### src/hw/rtl/rwl_pkg.sv
// Shared types and codes for the recursive reader-writer lock.
package rwl_pkg;

  localparam int unsigned CountBitsDefault = 16;
  localparam int unsigned IdBitsDefault    = 8;

  // Operation codes.
  localparam logic [2:0] OpReqRead    = 3'd0;
  localparam logic [2:0] OpRelRead    = 3'd1;
  localparam logic [2:0] OpReqWrite   = 3'd2;
  localparam logic [2:0] OpRelWrite   = 3'd3;
  localparam logic [2:0] OpRetryWrite = 3'd4;
  localparam logic [2:0] OpAbandon    = 3'd5;

  // Status codes.
  localparam logic [2:0] StGranted    = 3'd0;
  localparam logic [2:0] StWait       = 3'd1;
  localparam logic [2:0] StBusy       = 3'd2;
  localparam logic [2:0] StNotOwner   = 3'd3;
  localparam logic [2:0] StWrongOrder = 3'd4;
  localparam logic [2:0] StOverflow   = 3'd5;

  typedef struct packed {
    logic [2:0] op;
    logic [7:0] requester_id;
    logic       may_wait;
  } rwl_in_t;

  typedef struct packed {
    logic [2:0]  status;
    logic        wake_writer;
    logic        read_gate_open;
    logic [15:0] read_count;
    logic [15:0] write_depth;
    logic [15:0] writer_read_depth;
    logic [15:0] writers_waiting;
    logic        is_write_owner;
  } rwl_out_t;

endpackage

### src/hw/rtl/rwl_core.sv
// Lock state registers and the per-operation update logic.
module rwl_core #(
  parameter int unsigned COUNT_BITS = rwl_pkg::CountBitsDefault,
  parameter int unsigned ID_BITS    = rwl_pkg::IdBitsDefault
) (
  input  logic             clk_i,
  input  logic             rst_ni,
  input  logic             fire_i,
  input  rwl_pkg::rwl_in_t word_i,
  output rwl_pkg::rwl_out_t result_o
);

  localparam int unsigned CW = (COUNT_BITS > 16) ? COUNT_BITS : 16;
  localparam int unsigned IW = (ID_BITS > 8) ? ID_BITS : 8;

  logic [COUNT_BITS-1:0] rc_q, rc_d, wd_q, wd_d, wnr_q, wnr_d, ww_q, ww_d;
  logic [ID_BITS-1:0]    own_id_q, own_id_d;
  logic                  own_v_q, own_v_d;
  logic                  gate_q, gate_d;
  logic                  gnc_q, gnc_d;

  logic [IW-1:0]         id_ext;
  logic [ID_BITS-1:0]    id;
  logic                  is_own;
  logic [2:0]            status;
  logic                  wake;
  logic [CW-1:0]         rc_ext, wd_ext, wnr_ext, ww_ext;

  assign id_ext = IW'(word_i.requester_id);
  assign id     = id_ext[ID_BITS-1:0];
  assign is_own = own_v_q && (own_id_q == id);

  always_comb begin
    rc_d     = rc_q;
    wd_d     = wd_q;
    wnr_d    = wnr_q;
    ww_d     = ww_q;
    own_id_d = own_id_q;
    own_v_d  = own_v_q;
    gate_d   = gate_q;
    gnc_d    = gnc_q;
    status   = rwl_pkg::StBusy;
    wake     = 1'b0;
    unique case (word_i.op)
      rwl_pkg::OpReqRead: begin
        if (!own_v_q) begin
          if (&rc_q) begin
            status = rwl_pkg::StOverflow;
          end else begin
            rc_d   = rc_q + 1'b1;
            status = rwl_pkg::StGranted;
          end
        end else if (own_id_q == id) begin
          if (&wnr_q) begin
            status = rwl_pkg::StOverflow;
          end else begin
            wnr_d  = wnr_q + 1'b1;
            status = rwl_pkg::StGranted;
          end
        end else begin
          status = word_i.may_wait ? rwl_pkg::StWait : rwl_pkg::StBusy;
        end
      end
      rwl_pkg::OpRelRead: begin
        if (!own_v_q) begin
          if (rc_q != '0) begin
            rc_d = rc_q - 1'b1;
            // The last shared hold going away wakes a waiting writer.
            wake   = (ww_q != '0) && (rc_d == '0);
            status = rwl_pkg::StGranted;
          end else begin
            status = rwl_pkg::StNotOwner;
          end
        end else if ((own_id_q == id) && (wnr_q != '0)) begin
          wnr_d  = wnr_q - 1'b1;
          status = rwl_pkg::StGranted;
        end else begin
          status = rwl_pkg::StNotOwner;
        end
      end
      rwl_pkg::OpReqWrite: begin
        if ((rc_q == '0) &&
            (((wd_q == '0) && ((ww_q == '0) || !word_i.may_wait)) || is_own)) begin
          if (&wd_q) begin
            status = rwl_pkg::StOverflow;
          end else begin
            if (gnc_q) begin
              gnc_d  = 1'b0;
              gate_d = 1'b0;
            end
            wd_d     = wd_q + 1'b1;
            own_id_d = id;
            own_v_d  = 1'b1;
            status   = rwl_pkg::StGranted;
          end
        end else if (word_i.may_wait) begin
          if (&ww_q) begin
            status = rwl_pkg::StOverflow;
          end else begin
            ww_d   = ww_q + 1'b1;
            status = rwl_pkg::StWait;
          end
        end else begin
          status = rwl_pkg::StBusy;
        end
      end
      rwl_pkg::OpRelWrite: begin
        if (!is_own) begin
          status = rwl_pkg::StNotOwner;
        end else if ((wd_q <= COUNT_BITS'(1)) && (wnr_q != '0)) begin
          status = rwl_pkg::StWrongOrder;
        end else begin
          if (wd_q != '0) begin
            wd_d = wd_q - 1'b1;
          end
          if (wd_q <= COUNT_BITS'(1)) begin
            own_v_d  = 1'b0;
            own_id_d = '0;
          end
          if (ww_q == '0) begin
            gate_d = 1'b1;
            gnc_d  = 1'b1;
          end else begin
            wake = 1'b1;
          end
          status = rwl_pkg::StGranted;
        end
      end
      rwl_pkg::OpRetryWrite: begin
        if (ww_q == '0) begin
          status = rwl_pkg::StNotOwner;
        end else if ((rc_q == '0) && ((wd_q == '0) || is_own)) begin
          if (&wd_q) begin
            status = rwl_pkg::StOverflow;
          end else begin
            if (gnc_q) begin
              gnc_d  = 1'b0;
              gate_d = 1'b0;
            end
            wd_d     = wd_q + 1'b1;
            own_id_d = id;
            own_v_d  = 1'b1;
            ww_d     = ww_q - 1'b1;
            status   = rwl_pkg::StGranted;
          end
        end else begin
          status = rwl_pkg::StWait;
        end
      end
      rwl_pkg::OpAbandon: begin
        if (ww_q != '0) begin
          ww_d   = ww_q - 1'b1;
          status = rwl_pkg::StGranted;
        end else begin
          status = rwl_pkg::StNotOwner;
        end
      end
      default: begin
        status = rwl_pkg::StBusy;
      end
    endcase
  end

  assign rc_ext  = CW'(rc_d);
  assign wd_ext  = CW'(wd_d);
  assign wnr_ext = CW'(wnr_d);
  assign ww_ext  = CW'(ww_d);

  always_comb begin
    result_o                   = '0;
    result_o.status            = status;
    result_o.wake_writer       = wake;
    result_o.read_gate_open    = gate_d;
    result_o.read_count        = rc_ext[15:0];
    result_o.write_depth       = wd_ext[15:0];
    result_o.writer_read_depth = wnr_ext[15:0];
    result_o.writers_waiting   = ww_ext[15:0];
    result_o.is_write_owner    = own_v_d && (own_id_d == id);
  end

  always_ff @(posedge clk_i or negedge rst_ni) begin
    if (!rst_ni) begin
      rc_q     <= '0;
      wd_q     <= '0;
      wnr_q    <= '0;
      ww_q     <= '0;
      own_id_q <= '0;
      own_v_q  <= 1'b0;
      gate_q   <= 1'b1;
      gnc_q    <= 1'b1;
    end else if (fire_i) begin
      rc_q     <= rc_d;
      wd_q     <= wd_d;
      wnr_q    <= wnr_d;
      ww_q     <= ww_d;
      own_id_q <= own_id_d;
      own_v_q  <= own_v_d;
      gate_q   <= gate_d;
      gnc_q    <= gnc_d;
    end
  end

endmodule

### src/hw/rtl/recursive_reader_writer_lock.sv
// Top level of the recursive reader-writer lock: input register, core and result register.
//
// Each accepted word is one lock operation and yields exactly one result word, in order.
// A word is held in the input register, where the lock state is read and updated
// by the core, and then waits in the result register until taken; the core logic between
// input register and result register is combinational, so one operation per cycle is
// sustained while the result register is not stalled. The input side stalls
// only while the input register holds a word and the result register is full and stalled.
module recursive_reader_writer_lock #(
  parameter int unsigned COUNT_BITS = rwl_pkg::CountBitsDefault,
  parameter int unsigned ID_BITS    = rwl_pkg::IdBitsDefault
) (
  input  logic              clk_i,
  input  logic              rst_ni,
  input  logic              in_valid_i,
  output logic              in_stall_o,
  input  rwl_pkg::rwl_in_t  in_word_i,
  output logic              out_valid_o,
  input  logic              out_stall_i,
  output rwl_pkg::rwl_out_t out_word_o
);

  logic              in_valid_q;
  rwl_pkg::rwl_in_t  in_word_q;
  logic              out_valid_q;
  rwl_pkg::rwl_out_t out_word_q;
  rwl_pkg::rwl_out_t result;
  logic              advance;
  logic              accept;

  assign advance    = in_valid_q && (!out_valid_q || !out_stall_i);
  assign in_stall_o = in_valid_q && !advance;
  assign accept     = in_valid_i && !in_stall_o;

  rwl_core #(
    .COUNT_BITS(COUNT_BITS),
    .ID_BITS   (ID_BITS)
  ) u_core (
    .clk_i   (clk_i),
    .rst_ni  (rst_ni),
    .fire_i  (advance),
    .word_i  (in_word_q),
    .result_o(result)
  );

  always_ff @(posedge clk_i or negedge rst_ni) begin
    if (!rst_ni) begin
      in_valid_q  <= 1'b0;
      out_valid_q <= 1'b0;
    end else begin
      if (accept) begin
        in_valid_q <= 1'b1;
      end else if (advance) begin
        in_valid_q <= 1'b0;
      end
      if (advance) begin
        out_valid_q <= 1'b1;
      end else if (!out_stall_i) begin
        out_valid_q <= 1'b0;
      end
    end
  end

  always_ff @(posedge clk_i) begin
    if (accept) begin
      in_word_q <= in_word_i;
    end
    if (advance) begin
      out_word_q <= result;
    end
  end

  assign out_valid_o = out_valid_q;
  assign out_word_o  = out_word_q;

endmodule
### config.mk
export PLATFORM = sky130hd
export DESIGN_NAME = recursive_reader_writer_lock
export DESIGN_NICKNAME = d
export VERILOG_FILES = /design/src/hw/rtl/rwl_pkg.sv /design/src/hw/rtl/rwl_core.sv /design/src/hw/rtl/recursive_reader_writer_lock.sv
export SDC_FILE = /design/constraint.sdc
export NUM_CORES = 1
export LEC_CHECK = 0
export ABC_CLOCK_PERIOD_IN_PS = 4950
export BUFFER_PORTS_ARGS = -buffer_cell sky130_fd_sc_hd__buf_4
export CAP_MARGIN = 5
export CORE_MARGIN = 5
export CORE_UTILIZATION = 35
export CTS_BUF_LIST = sky130_fd_sc_hd__clkbuf_2
export DETAILED_ROUTE_END_ITERATION = 8
export REMOVE_ABC_BUFFERS = 1
export SYNTH_ARGS = -nofsm -noshare
export SYNTH_HDL_FRONTEND = slang
export SYNTH_SLANG_ARGS = --single-unit
### constraint.sdc
create_clock -name clk_i -period 4.95 [get_ports clk_i]
set_input_delay 0.495 -clock clk_i [delete_from_list [all_inputs] [get_ports clk_i]]
set_output_delay 0.495 -clock clk_i [all_outputs]
set_load 0.02 [all_outputs]
After elaboration in Yosys (flattened, before gate mapping)
Index checks and enable logic that the tools add are counted.
{"block": "totals", "regBits": 159, "latchBits": 0, "mem_bits_rw": 0, "rom_bits": 0, "input_bits": 16, "wordCells": 168, "n_memories": 0}
{"block": "classes", "addsub": 8, "mul": 0, "div_mod_pow": 0, "magnitude_cmp": 1, "eq_ne": 14, "shifts": 0, "mux": 88, "n_bitwise": 0, "n_reduce_logical": 36}
{"op": "16-bit two-way mux", "n": 23}
{"op": "16-bit one-hot mux with 3 select lines", "n": 2}
{"op": "16-bit by 1-bit adder with 16-bit output, second input constant", "n": 4}
{"op": "16-bit zero test", "n": 4}
{"op": "16-bit one-hot mux with 2 select lines", "n": 2}
{"op": "16-bit AND reduction", "n": 4}
{"op": "16-bit nonzero test", "n": 4}
{"op": "16-bit by 1-bit subtractor with 16-bit output, second input constant", "n": 4}
{"op": "8-bit two-way mux", "n": 7}
{"op": "3-bit two-way mux", "n": 13}
{"op": "1-bit two-way mux", "n": 31}
{"op": "8-bit one-hot mux with 3 select lines", "n": 1}
{"op": "3-bit one-hot mux with 6 select lines", "n": 1}
{"op": "8-bit == test", "n": 2}
{"op": "16-bit by 1-bit <= comparator with 1-bit output, second input constant", "n": 1}
{"op": "1-bit logical AND", "n": 11}
{"op": "2-bit by 1-bit != test with 1-bit output, second input constant", "n": 5}
{"op": "1-bit one-hot mux with 3 select lines", "n": 3}
{"op": "2-bit two-way mux", "n": 4}
{"op": "8-bit AND reduction", "n": 1}
{"op": "3-bit by 2-bit == test with 1-bit output, second input constant", "n": 2}
{"op": "3-bit == test, second input constant", "n": 2}
{"op": "1-bit zero test", "n": 5}
{"op": "1-bit logical OR", "n": 4}
{"op": "other kinds (6)", "n": 7}

Longest topological paths before layout
Gate-level depths: netlist (run 1).
{"block": "logic_depth", "ltp_word": 9, "ltp_mapped": 14}

By module
From an unflattened synthesis (run 1), not the netlist that was laid out.
{"block": "hier_totals", "hier_cells": 1118, "area_unflattened_um2": 10093.4}
{"mod": "rwl_core", "n_inst": 1, "cells_each": 1028, "area_per_inst_um2": 7538.5, "seq_area_each_um2": 1879.3}
{"mod": "recursive_reader_writer_lock", "n_inst": 1, "cells_each": 90, "area_per_inst_um2": 2555.0, "seq_area_each_um2": 2512.4}

Worst setup path after synthesis (run 1)
Ideal clock, no wire load.
{"block": "synth_path", "kind": "input -> register", "startpoint": "in out_stall_i", "endpoint": "reg u_core.ww_q[13]", "setup_time_ps": 91, "arrival_time_ps": 3417, "path_slack_ps": 1442, "stages": 6, "cell_sequence": "nand2_1 nand2_1 clkinv_1 clkbuf_1 o21ai_0 o21ai_0"}
{"block": "synth_via", "elab_chain_len": 3}
{"element": "start, declared", "line_no": "recursive_reader_writer_lock.sv:19", "rtl": "input logic out_stall_i,"}
{"element": "1-bit zero test"}
{"element": "1-bit logical OR", "line_no": "recursive_reader_writer_lock.sv:31", "rtl": "assign advance = in_valid_q && (!out_valid_q || !out_stall_i);"}
{"element": "1-bit logical AND", "line_no": "recursive_reader_writer_lock.sv:31"}
{"element": "net advance", "line_no": "recursive_reader_writer_lock.sv:28", "rtl": "logic advance;"}
{"element": "end signal, assigned", "line_no": "rwl_core.sv:195", "rtl": "ww_q <= ww_d;"}
{"element": "end, declared", "line_no": "rwl_core.sv:16", "rtl": "logic [COUNT_BITS-1:0] rc_q, rc_d, wd_q, wd_d, wnr_q, wnr_d, ww_q, ww_d;"}
The timed path passes the listed nets, and every way through them passes these cells.
A chain may end at the register's enable or synchronous reset.

==> summary.txt, run 1 <==
Worst setup path
  – WS Path Type: register to register
  – Worst Path Arrival: between 4 and 5 ns
  – Crit. End Element: register
  – Crit-path max FO: 14
  – CP required: ~5.6 ns
  – Critical Path Start: in_word_q[2]
  – Worst setup SP type: register
  – R2r startpoint: in_word_q[2]

Routing
  – Remaining DRCs: 0
  – Via density: 5.61
  – WL per Instance: roughly 18 um
  – DRT Wirelength: 27.0 mm
  – Post-route ant nets: 0
  – Initial DRC count: just over 700
  – Vias: 8383
  – Drt first pass iters: 7

Synth
  – Largest family of logic cells by synthesized area: simple AND/OR/NAND/NOR gates
  – Synth top area cells: edfxtp_1, dfrtp_1, nand2_1
  – Synth Area in Adders: 1.29%
  – Mux share of post-synthesis cell area: 3.51%
  – Compound-gate portion of the synthesized area: 17.7%
  – Synth top area share: 25.4%
  – Register area share after synthesis: 45.3%
  – Ys Warns: 0
  – Synth area leader: edfxtp_1
  – Fraction of registers with async set/reset: around half
  – Synthesized flop and latch total: between 150 and 200
  – Number of synthesized flops with an enable pin: 82
  – Ys flop type: edfxtp_1
  – Simple-Gate Fraction of Synth Area: 22.1%
  – Synthesized cell area: 9700 um^2
  – Post-Syn Area per Cell: about 9.3 um^2
  – XOR/XNOR Fraction of Synth Area: 6.32%
  – Netlist cell types: 87
  – Mapped Cells: 1040

Power and ir drop
  – Switching share of power: 38.4%
  – P per Cell Area: 346 nW/um^2
  – Seq pwr share: 51.0%
  – Maximum vdd drop: approximately 0.00013 V
  – Sw Pwr: 1.47 mW
  – P_int: 2.35 mW
  – Combinational share of power: a little under a third
  – Clock Power Share: a little under a fifth
  – LEAKAGE: 4.30 nW

Final layout
  – FILL cells: 2760
  – Layout cells sized above 1: 16.6%
  – Area growth, synth to finish: 13.7%
  – Post-layout nets: 1130
  – Core Util, Final: approximately two fifths

STA
  – Final Skew: 0.0461 ns
  – Hold slack: ~0.21 ns
  – Worst setup margin: approximately 0.89 ns
  – Achievable Freq: 246 MHz
  – Slew @ Worst Pin: 0.896 ns
  – Final Slew Violations: 0
  – Tcrit/Tclk final: approximately four fifths
  – Setup-failing EPs final: 0
  – Slew Limit Headroom: 40.2%
  – Setup TNS: 0 ns
  – RSZ-0062 raised after global routing: no
  – Final hold vios: 0
  – Tmin final: 4.06 ns

Global routing
  – Initial antenna violation count: 1
  – GRT overflow: 0
  – First-pass GRT wire length: approximately 43 mm
  – Vias in the first global route: 7920
  – Largest net degree at the start of global routing: slightly below 80
  – Total track usage: 17.0%

Status
  – Status: complete, no violations

CTS
  – H-tree levels: 4
  – # Post-CTS Setup Buffers: 0
  – Num Clock Sinks: about 160
  – CTS buffer count: 17
  – Later-pin clock latency in the skew report: 0.76 ns
  – Root buffer cell: clkbuf_2
  – Clock tree buffer depth: 2
  – CTS tree: built
  – Worst-path clk slew: 0.26 ns

Placed design
  – Pre-CTS setup slack: ~1.1 ns
  – Gpl congestion: 0.903
  – Dpl hpwl: 18.6 mm
  – Port bufs: 87

Floorplanning
  – Starting Density: 35.2%
  – Num rows: 61
  – Die X: roughly 180 um
  – Die span in y: ~180 um
  – Core area: ~28000 um^2
  – Die ar.: about 31000 um^2
  – IO Pins: 88

Job
  – Max cap viols: 0

Min path
  – Worst min-delay path class: input pin to async pin
-- flip-flops by register name (all words and copies together), names as in the netlist, 8 cells and up --
signal and cells:
out_word_o 70, u_core.rc_q 16, u_core.wd_q 16, u_core.wnr_q 16, u_core.ww_q 16, in_word_q 12, u_core.own_id_q 8
-- per-stage QoR --
| stage | total power, mW | cell area (um^2) | cells |
|---|---|---|---|
| 2_1_floorplan | 2.68 | 9420 | 969 |
| 3_3_place_gp | 3.09 | 10700 | 1447 |
| 3_5_place_dp | 3.10 | 10700 | 1447 |
| 4_1_cts | 3.85 | 11000 | 1494 |
| 5_1_grt | 4.04 | 11000 | 1495 |
| 6_report | 3.82 | 11000 | 1495 |
-- worst max-delay path, cell delays in order, from the launching register on --
cell	delay, ns
edfxtp_1	0.52
xor2_1	0.20
nor4_1	0.51
nand3_1	0.65
o2bb2ai_2	0.78
o22a_1	0.34
nand2_1	0.23
a2111oi_0	0.37
a21oi_1	0.11
mux2_2	0.28
-- final timing paths --
path / end / slack [ns] / depth (start not counted)
setup / recovery: u_core.wd_q[6] / 0.89 / 9
hold / removal: u_core.wnr_q[2] / 0.21 / 2
setup reg to reg: u_core.wd_q[6] / 0.89 / 9
hold reg to reg: u_core.gnc_q / 0.52 / 2
max in group asynchronous: u_core.wnr_q[10] / 3.72 / 3
min in group clk_i: in_word_q[5] / 0.44 / 2
-- area by class of cell --
class / instances / area, um^2 / area share (%)
timing repair buffer: 116 / 923 / 8.37
multi-input combinational: 787 / 4940 / 44.8
antenna: 1 / 2.50 / 0.0227
tap: 378 / 473 / 4.29
clock inverter: 12 / 121 / 1.10
sequential: 159 / 4390 / 39.8
clock buffer: 19 / 95.1 / 0.862
inverter: 23 / 88.8 / 0.805
-- cell usage after synthesis, drive strengths merged, types with 13 or more instances --
| master | count |
|---|---|
| xor2 | 30 |
| clkbuf | 62 |
| nor4 | 23 |
| o21ai | 55 |
| edfxtp | 82 |
| mux2 | 24 |
| dfrtp | 75 |
| nand2b | 19 |
| nand2 | 108 |
| nand4 | 13 |
| inv | 22 |
| and3 | 13 |
| a31oi | 17 |
| xnor2 | 40 |
| nand3 | 37 |
| nor3 | 46 |
| nor2 | 104 |
| a21oi | 56 |
-- placed cells by master, fill, tap and decap left out, types with 17 or more instances in the layout --
| master | instances |
|---|---|
| edfxtp_1 | 82 |
| nand2_1 | 107 |
| xnor2_1 | 40 |
| inv_1 | 22 |
| mux2_2 | 24 |
| dfrtp_1 | 75 |
| nand3_1 | 36 |
| xor2_1 | 30 |
| a31oi_1 | 17 |
| clkbuf_2 | 19 |
| nand2b_1 | 19 |
| nor2_1 | 103 |
| nor4_1 | 22 |
| nor3_1 | 44 |
| buf_4 | 99 |
| a21oi_1 | 56 |
| o21ai_0 | 51 |
-- layer usage --
metal	GRT usage [%]	up-vias	routed length, um	share of wire [%]
li1	-	3965	-	-
met5	0	-	0	0
met1	23.7	4083	12400	46
met2	27.3	301	12600	47
met4	5.19	0	523	1.9
met3	2.63	34	1460	5.4
-- repair_timing --
action	4_1_cts	5_1_grt
resized for setup	0	0
hold endpoints to repair	49	0
hold buffers	16	0
-- logic make-up after synthesis --
group / count (synthesis)
buf+inv: 94
xor+xnor: 70
compound gates: 250
mux: 31
fa+ha+maj: 10
simple gates: 426
flops: 159
-- power by group through the flow --
stage / clock network [mW] / registers [mW] / logic (mW)
after global routing: 0.797 / 2.00 / 1.25
final: 0.723 / 1.95 / 1.15
after global placement: 0 / 1.97 / 1.12
after detailed placement: 0 / 1.97 / 1.13
after floorplan: 0 / 2.02 / 0.656
after CTS: 0.751 / 1.95 / 1.15
No activity file was read; power rests on OpenSTA's default activity.
==> run 2, diff against run 1 <==
--- a/config.mk
+++ b/config.mk
@@ -5,7 +5,7 @@
 export SDC_FILE = /design/constraint.sdc
 export NUM_CORES = 1
 export LEC_CHECK = 0
-export ABC_CLOCK_PERIOD_IN_PS = 4950
+export ABC_CLOCK_PERIOD_IN_PS = 3730
 export BUFFER_PORTS_ARGS = -buffer_cell sky130_fd_sc_hd__buf_4
 export CAP_MARGIN = 5
 export CORE_MARGIN = 5
==> constraint.sdc (replaced) <==
create_clock -name clk_i -period 3.73 [get_ports clk_i]
set_input_delay 0.373 -clock clk_i [delete_from_list [all_inputs] [get_ports clk_i]]
set_output_delay 0.373 -clock clk_i [all_outputs]
set_load 0.02 [all_outputs]
==> run 2 against run 1 <==
- power is 34% higher
- die area stayed put
- critical path depth is 3 higher
- sequential cell count stayed put
- largest power group unchanged
- non-clock buffer count is 32 higher
- wire length is 1.1% higher
- clock skew is 0.0039 ns higher
- core utilization is 0.99 points higher
- setup slack worse by 0.71 ns
- combinational power is 43% higher
==> summary.txt, run 2 (synthesis gave the netlist of run 1 again) <==
STA
  – Final Skew: 0.0500 ns (+0.00385 ns)
  – Setup-failing EPs final: 0 (unchanged)
  – Tmin final: 3.55 ns (-0.513 ns)
  – Slew Limit Headroom: 40.6% (+0.33 points)
  – Final hold vios: 0 (unchanged)
  – Slew @ Worst Pin: 0.892 ns (-0.00495 ns)
  – Worst setup margin: 0.184 ns (-0.707 ns)
  – Achievable Freq: 282 MHz (+14%)
  – Final Slew Violations: 0 (unchanged)
  – RSZ-0062 raised after global routing: no
  – Tcrit/Tclk final: 95.1% (+13 points)

Global routing
  – Vias in the first global route: 8112 (+2.4%)
  – Initial antenna violation count: 1 (unchanged)
  – First-pass GRT wire length: 44.2 mm (+3.2%)
  – GRT overflow: 0 (unchanged)
  – Largest net degree at the start of global routing: 92 (+18%)
  – Total track usage: 17.5% (+0.55 points)

Min path
  – Worst min-delay path class: input pin to async pin

Worst setup path
  – Crit path cell chain: inv_1 > ha_1 > or3b_2 > or4_4 > o31ai_4 > o2bb2ai_2 > buf_4 > nor2_1 > nand2_1 > o22ai_1 > mux2_2 > a21o_1
  – Crit. End Element: register
  – Worst setup SP type: register
  – Crit-path max FO: 9 (-5)
  – CP required: 4.27 ns (-1.35 ns)
  – Worst Path Arrival: 4.09 ns (-0.63 ns)
  – Max stage delay on crit path: 0.56 ns (-0.22 ns)
  – Crit path max-delay cell type: or4_4
  – WS Path Type: register to register

Placed design
  – Gpl congestion: 0.918 (+1.7%)
  – Port bufs: 87 (unchanged)
  – Dpl hpwl: 19.2 mm (+3.2%)
  – Pre-CTS setup slack: 0.167 ns (-0.891 ns)

Final layout
  – FILL cells: 2747 (-0.47%)
  – Max FFs per register: 70 (unchanged)
  – Area growth, synth to finish: 16.6%
  – Layout cells sized above 1: 19.5% (+2.9 points)
  – Commonest cells after routing, fill and taps aside: buf_4, nand2_1, nor2_1
  – Most common cell after layout, fill and taps aside: buf_4
  – Core Util, Final: 41.0% (+0.99 points)
  – Post-layout nets: 1162 (+2.8%)

CTS
  – Worst-path clk slew: 0.29 ns (+0.03 ns)
  – CTS tree: built
  – Num Clock Sinks: 159 (unchanged)
  – CTS buffer count: 17 (unchanged)
  – H-tree levels: 4 (unchanged)
  – Root buffer cell: clkbuf_2
  – Later-pin clock latency in the skew report: 0.78 ns (+0.02 ns)
  – Clock tree buffer depth: 2 (unchanged)
  – # Post-CTS Setup Buffers: 0 (unchanged)

Floorplanning
  – Die ar.: 31100 um^2 (unchanged)
  – Die span in y: 176 um (unchanged)
  – Num rows: 61 (unchanged)
  – Core area: 27600 um^2 (unchanged)
  – Die X: 176 um (unchanged)
  – Starting Density: 35.2% (unchanged)
  – IO Pins: 88 (unchanged)

Power and ir drop
  – P per Cell Area: 454 nW/um^2 (+31%)
  – Maximum vdd drop: 0.000266 V (+100%)
  – LEAKAGE: 4.48 nW (+4.4%)

Routing
  – Initial DRC count: 670 (-6.7%)
  – Vias: 8452 (+0.82%)
  – Post-route ant nets: 0 (unchanged)
  – Drt first pass iters: 7 (unchanged)
  – WL per Instance: 17.9 um (-1.0%)
  – Remaining DRCs: 0 (unchanged)
  – Via density: 5.53 (-1.4%)
  – DRT Wirelength: 27.3 mm (+1.1%)

Job
  – Max cap viols: 0 (unchanged)

Status
  – Status: complete, no violations
## run 2: critical path, delay by kind of cell, from the launching register on
kind	cells	cell delay, ns
AND/OR/NAND/NOR	4	1.31
AO/OA/AOI/OAI	4	0.73
flip-flops	1	0.49
buffers and inverters	2	0.36
multiplexers	1	0.28
adder cells (fa/ha/maj)	1	0.16
## run 2: layout make-up
| class | count | area (um^2) | share of cell area (%) |
|---|---|---|---|
| well taps | 378 | 473 | 4.18 |
| flip-flops and latches | 159 | 4390 | 38.8 |
| inverters | 23 | 88.8 | 0.785 |
| clock inverters | 15 | 134 | 1.18 |
| clock buffers | 17 | 85.1 | 0.752 |
| repair buffers | 148 | 1160 | 10.3 |
| multi-input cells | 787 | 4970 | 44.0 |
| diodes | 1 | 2.50 | 0.0221 |
## run 2: power breakdown
part / leakage [nW] / switching, mW / internal, mW
Sequential: 1.81 / 0.357 / 2.19
Clock: 0.139 / 0.690 / 0.253
Combinational: 2.54 / 0.945 / 0.706
## run 2: worst paths after layout
check / from / to / slack, ns / cells after the start
max reg2reg: u_core.ww_q[0] / out_word_o[4] / 0.18 / 12
max in group asynchronous: rst_ni / u_core.gate_q / 2.60 / 3
max: u_core.ww_q[0] / out_word_o[4] / 0.18 / 12
min in group clk_i: in_word_i[2] / in_word_q[2] / 0.32 / 2
min: rst_ni / u_core.wd_q[14] / 0.25 / 2
min reg2reg: u_core.gnc_q / u_core.gnc_q / 0.53 / 2
## run 2: routing by layer
metal	routed length, um	global-route usage, %	vias to the layer above
met1	12300	24.5	4045
met4	486	4.45	0
met5	0	0	-
met3	1630	3.17	49
li1	-	-	4037
met2	12800	28.2	321
## run 2: stage by stage
stage                     std cells  TNS [ns]  instance area (um^2)  hold slack (ns)  total power [mW]
after CTS                      1527         0                 11300            0.224              5.17
after floorplan                 969    -49.46                  9420           0.0774              3.55
after detailed placement       1479         0                 10900            0.489              4.20
final                          1528         0                 11300            0.248              5.14
after global placement         1479         0                 10900            0.475              4.18
after global routing           1528         0                 11300            0.242              5.48
## run 2: what timing repair did
| item | CTS | global route |
|---|---|---|
| endpoints found under the setup margin | 0 | 5 |
| resized for setup | 0 | 8 |
| hold buffers | 16 | 0 |
| endpoints found under the hold margin | 76 | 0 |
==> run 3, diff against run 2 <==
--- a/config.mk
+++ b/config.mk
@@ -8,6 +8,7 @@
 export ABC_CLOCK_PERIOD_IN_PS = 3730
 export BUFFER_PORTS_ARGS = -buffer_cell sky130_fd_sc_hd__buf_4
 export CAP_MARGIN = 5
+export CORE_ASPECT_RATIO = 1.5
 export CORE_MARGIN = 5
 export CORE_UTILIZATION = 35
 export CTS_BUF_LIST = sky130_fd_sc_hd__clkbuf_2
@@ -15,4 +16,5 @@
 export REMOVE_ABC_BUFFERS = 1
 export SYNTH_ARGS = -nofsm -noshare
 export SYNTH_HDL_FRONTEND = slang
+export SYNTH_HIERARCHICAL = 1
 export SYNTH_SLANG_ARGS = --single-unit
==> run 3 against run 2 <==
- first-iteration DRC count rose by 26%
- synthesized area rose by 4.0%
- sequential cell count unchanged
- highest routed layer unchanged
- sequential power barely moved
- register-to-register slack worse by 0.02 ns
==> summary.txt, run 3 <==
Status
  – Status: complete, no violations

Global routing
  – GRT overflow: 0 (unchanged)
  – First-pass GRT wire length: 48.4 mm (+9.6%)
  – Initial antenna violation count: 1 (unchanged)
  – Vias in the first global route: 9146 (+13%)
  – Total track usage: 18.6% (+1.1 points)
  – Largest net degree at the start of global routing: 77 (-16%)

Floorplanning
  – Starting Density: 35.3% (+0.052 points)
  – Die ar.: 32400 um^2 (+4.0%)
  – Num rows: 76 (+25%)
  – Die X: 149 um (-16%)
  – Core area: 28600 um^2 (+3.9%)
  – IO Pins: 88 (unchanged)
  – Die span in y: 218 um (+24%)

Routing
  – Drt first pass iters: 5 (-2)
  – Vias: 9113 (+7.8%)
  – DRT Wirelength: 29.8 mm (+9.1%)
  – Via density: 5.59 (+1.1%)
  – Initial DRC count: 846 (+26%)
  – Remaining DRCs: 0 (unchanged)
  – WL per Instance: 18.3 um (+2.3%)
  – Post-route ant nets: 0 (unchanged)

Synth
  – Register area share after synthesis: 43.5% (-1.8 points)
  – Post-Syn Area per Cell: 9.03 um^2 (-3.2%)
  – Simple-Gate Fraction of Synth Area: 22.2% (+0.083 points)
  – Most common cell in the netlist: nand2_1
  – Top cells by count, synth: nand2_1, nor2_1, edfxtp_1, dfrtp_1, clkbuf_1
  – Synth top area cells: edfxtp_1, dfrtp_1, nand2_1
  – Mapped Cells: 1118 (+7.5%)
  – Compound-gate portion of the synthesized area: 19.6% (+1.9 points)
  – XOR/XNOR Fraction of Synth Area: 5.99% (-0.33 points)
  – Largest family of logic cells by synthesized area: simple AND/OR/NAND/NOR gates
  – Ys flop type: edfxtp_1
  – Synthesized flop and latch total: 159 (unchanged)
  – Netlist cell types: 81 (-6.9%)
  – Number of synthesized flops with an enable pin: 82 (unchanged)
  – Fraction of registers with async set/reset: 48.4% (unchanged)
  – Synth Area in Adders: 1.36% (+0.074 points)
  – Mux share of post-synthesis cell area: 2.73% (-0.78 points)
  – Synth top area share: 24.4% (-0.98 points)
  – Synthesized cell area: 10100 um^2 (+4.0%)
  – Ys Warns: 6 (+6)
  – Synth area leader: edfxtp_1

Final layout
  – Post-route cell area: 11800 um^2 (+4.7%)
  – Non-Filler Instances: 1630 (+6.7%)
  – Commonest cells after routing, fill and taps aside: buf_4, nand2_1, nor2_1
  – FILL cells: 2862 (+4.2%)
  – Core Util, Final: 41.4% (+0.34 points)
  – Post-layout nets: 1253 (+7.8%)
  – Most common cell after layout, fill and taps aside: buf_4
  – Layout cells sized above 1: 19.1% (-0.37 points)
  – Area growth, synth to finish: 17.4%
  – Max FFs per register: 70 (unchanged)

CTS
  – Worst-path clk slew: 0.24 ns (-0.05 ns)
  – CTS tree: built
  – # Post-CTS Setup Buffers: 0 (unchanged)
  – Hold_buf cts: 16 (unchanged)
  – Num Clock Sinks: 159 (unchanged)
  – CTS buffer count: 17 (unchanged)
  – # resized after CTS: 0 (unchanged)
  – Root buffer cell: clkbuf_2
  – Clock tree buffer depth: 2 (unchanged)
  – Later-pin clock latency in the skew report: 0.86 ns (+0.08 ns)
  – H-tree levels: 4 (unchanged)

Worst setup path
  – Worst Path Arrival: 4.26 ns (+0.17 ns)
  – CP required: 4.42 ns (+0.15 ns)
  – WS Path Type: register to register
  – Crit-path max FO: 7 (-2)
  – Crit. End Element: register
  – Worst setup SP type: register
  – FF-to-FF path depth: 10 (-2)
  – R2R setup slack: 0.16 ns (-0.02 ns)

Power and ir drop
  – Maximum vdd drop: 0.000178 V (-33%)
  – P per Cell Area: 435 nW/um^2 (-4.3%)
  – LEAKAGE: 4.51 nW (+0.53%)
  – Total power: 5.15 mW (+0.25%)

STA
  – Tcrit/Tclk final: 95.7% (+0.63 points)
  – Final hold vios: 0 (unchanged)
  – Setup-failing EPs final: 0 (unchanged)
  – Final Skew: 0.0380 ns (-0.0120 ns)
  – Worst setup margin: 0.161 ns (-0.0236 ns)
  – Final Slew Violations: 0 (unchanged)
  – Slew @ Worst Pin: 0.988 ns (+0.0961 ns)
  – Hold slack: 0.110 ns (-0.138 ns)
  – RSZ-0062 raised after global routing: no
  – Slew Limit Headroom: 34.2% (-6.4 points)
  – Setup TNS: 0 ns (unchanged)
  – Tmin final: 3.57 ns (+0.0236 ns)
  – Achievable Freq: 280 MHz (-0.66%)

Placed design
  – Gpl congestion: 0.935 (+1.8%)
  – Cell Count Post-Placement: 1581 (+6.9%)
  – Pre-CTS setup slack: 0.242 ns (+0.0756 ns)
  – Dpl hpwl: 21.6 mm (+12%)
  – Port bufs: 87 (unchanged)
  – Area after DPL: 11400 um^2 (+4.8%)

Job
  – Max cap viols: 0 (unchanged)

Min path
  – Worst min-delay path class: input pin to async pin
## run 3: changes by cell type in the layout (fill, tap and decap cells not counted), sizes merged, moves of 5 or more
cell and change:
buf +25, o21ai +16, nand4 +13, nand3 +11
nand2b -8, o32ai +8, a211o +6, and2 -6
a22o -5, nor2b +5, nor4b +5
## run 3: cell type report
cell class	instances	area [um^2]	share of cell area (%)
Sequential cell	159	4390	37.1
Multi-Input combinational cell	844	5250	44.3
Inverter	31	116	0.982
Timing Repair Buffer	173	1340	11.3
Clock inverter	12	160	1.35
Clock buffer	20	100	0.845
Tap cell	390	488	4.12
Antenna cell	1	2.50	0.0211
## run 3: final timing paths
check,from,to
max in group asynchronous,rst_ni,u_core/wd_q[8]
min in group clk_i,in_word_i[11],in_word_q[11]
setup reg to reg,u_core/wd_q[0],out_word_o[44]
setup / recovery,u_core/wd_q[0],out_word_o[44]
hold reg to reg,u_core/gnc_q,u_core/gnc_q
hold / removal,rst_ni,u_core/wnr_q[11]
## run 3: kinds of logic after synthesis
group                    Yosys count
AO/OA/AOI/OAI                    292
adder cells (fa/ha/maj)           11
multiplexers                      25
flip-flops                       159
XOR/XNOR                          69
buffers and inverters            115
AND/OR/NAND/NOR                  447
## run 3: report_power, final
part	internal [mW]	switching (mW)
registers	2.18	0.328
logic	0.662	0.932
clock network	0.388	0.660
## run 3: routing by layer
metal / global-route usage (%) / share of wire (%) / vias to the layer above
met4: 8.44 / 3.1 / 0
met3: 3.87 / 4.7 / 59
li1: - / - / 4368
met1: 22.2 / 41 / 4402
met5: 0 / 0 / -
met2: 31.9 / 51 / 284
## run 3: worst max-delay path, cell delays in order, from the launching register on
cell,delay (ns)
dfrtp_1,0.52
inv_1,0.09
ha_1,0.21
or4b_1,0.61
nor4_4,0.28
buf_4,0.20
o21ai_0,0.27
a21oi_1,0.59
a21oi_1,0.17
a211o_1,0.30
a31oi_1,0.16
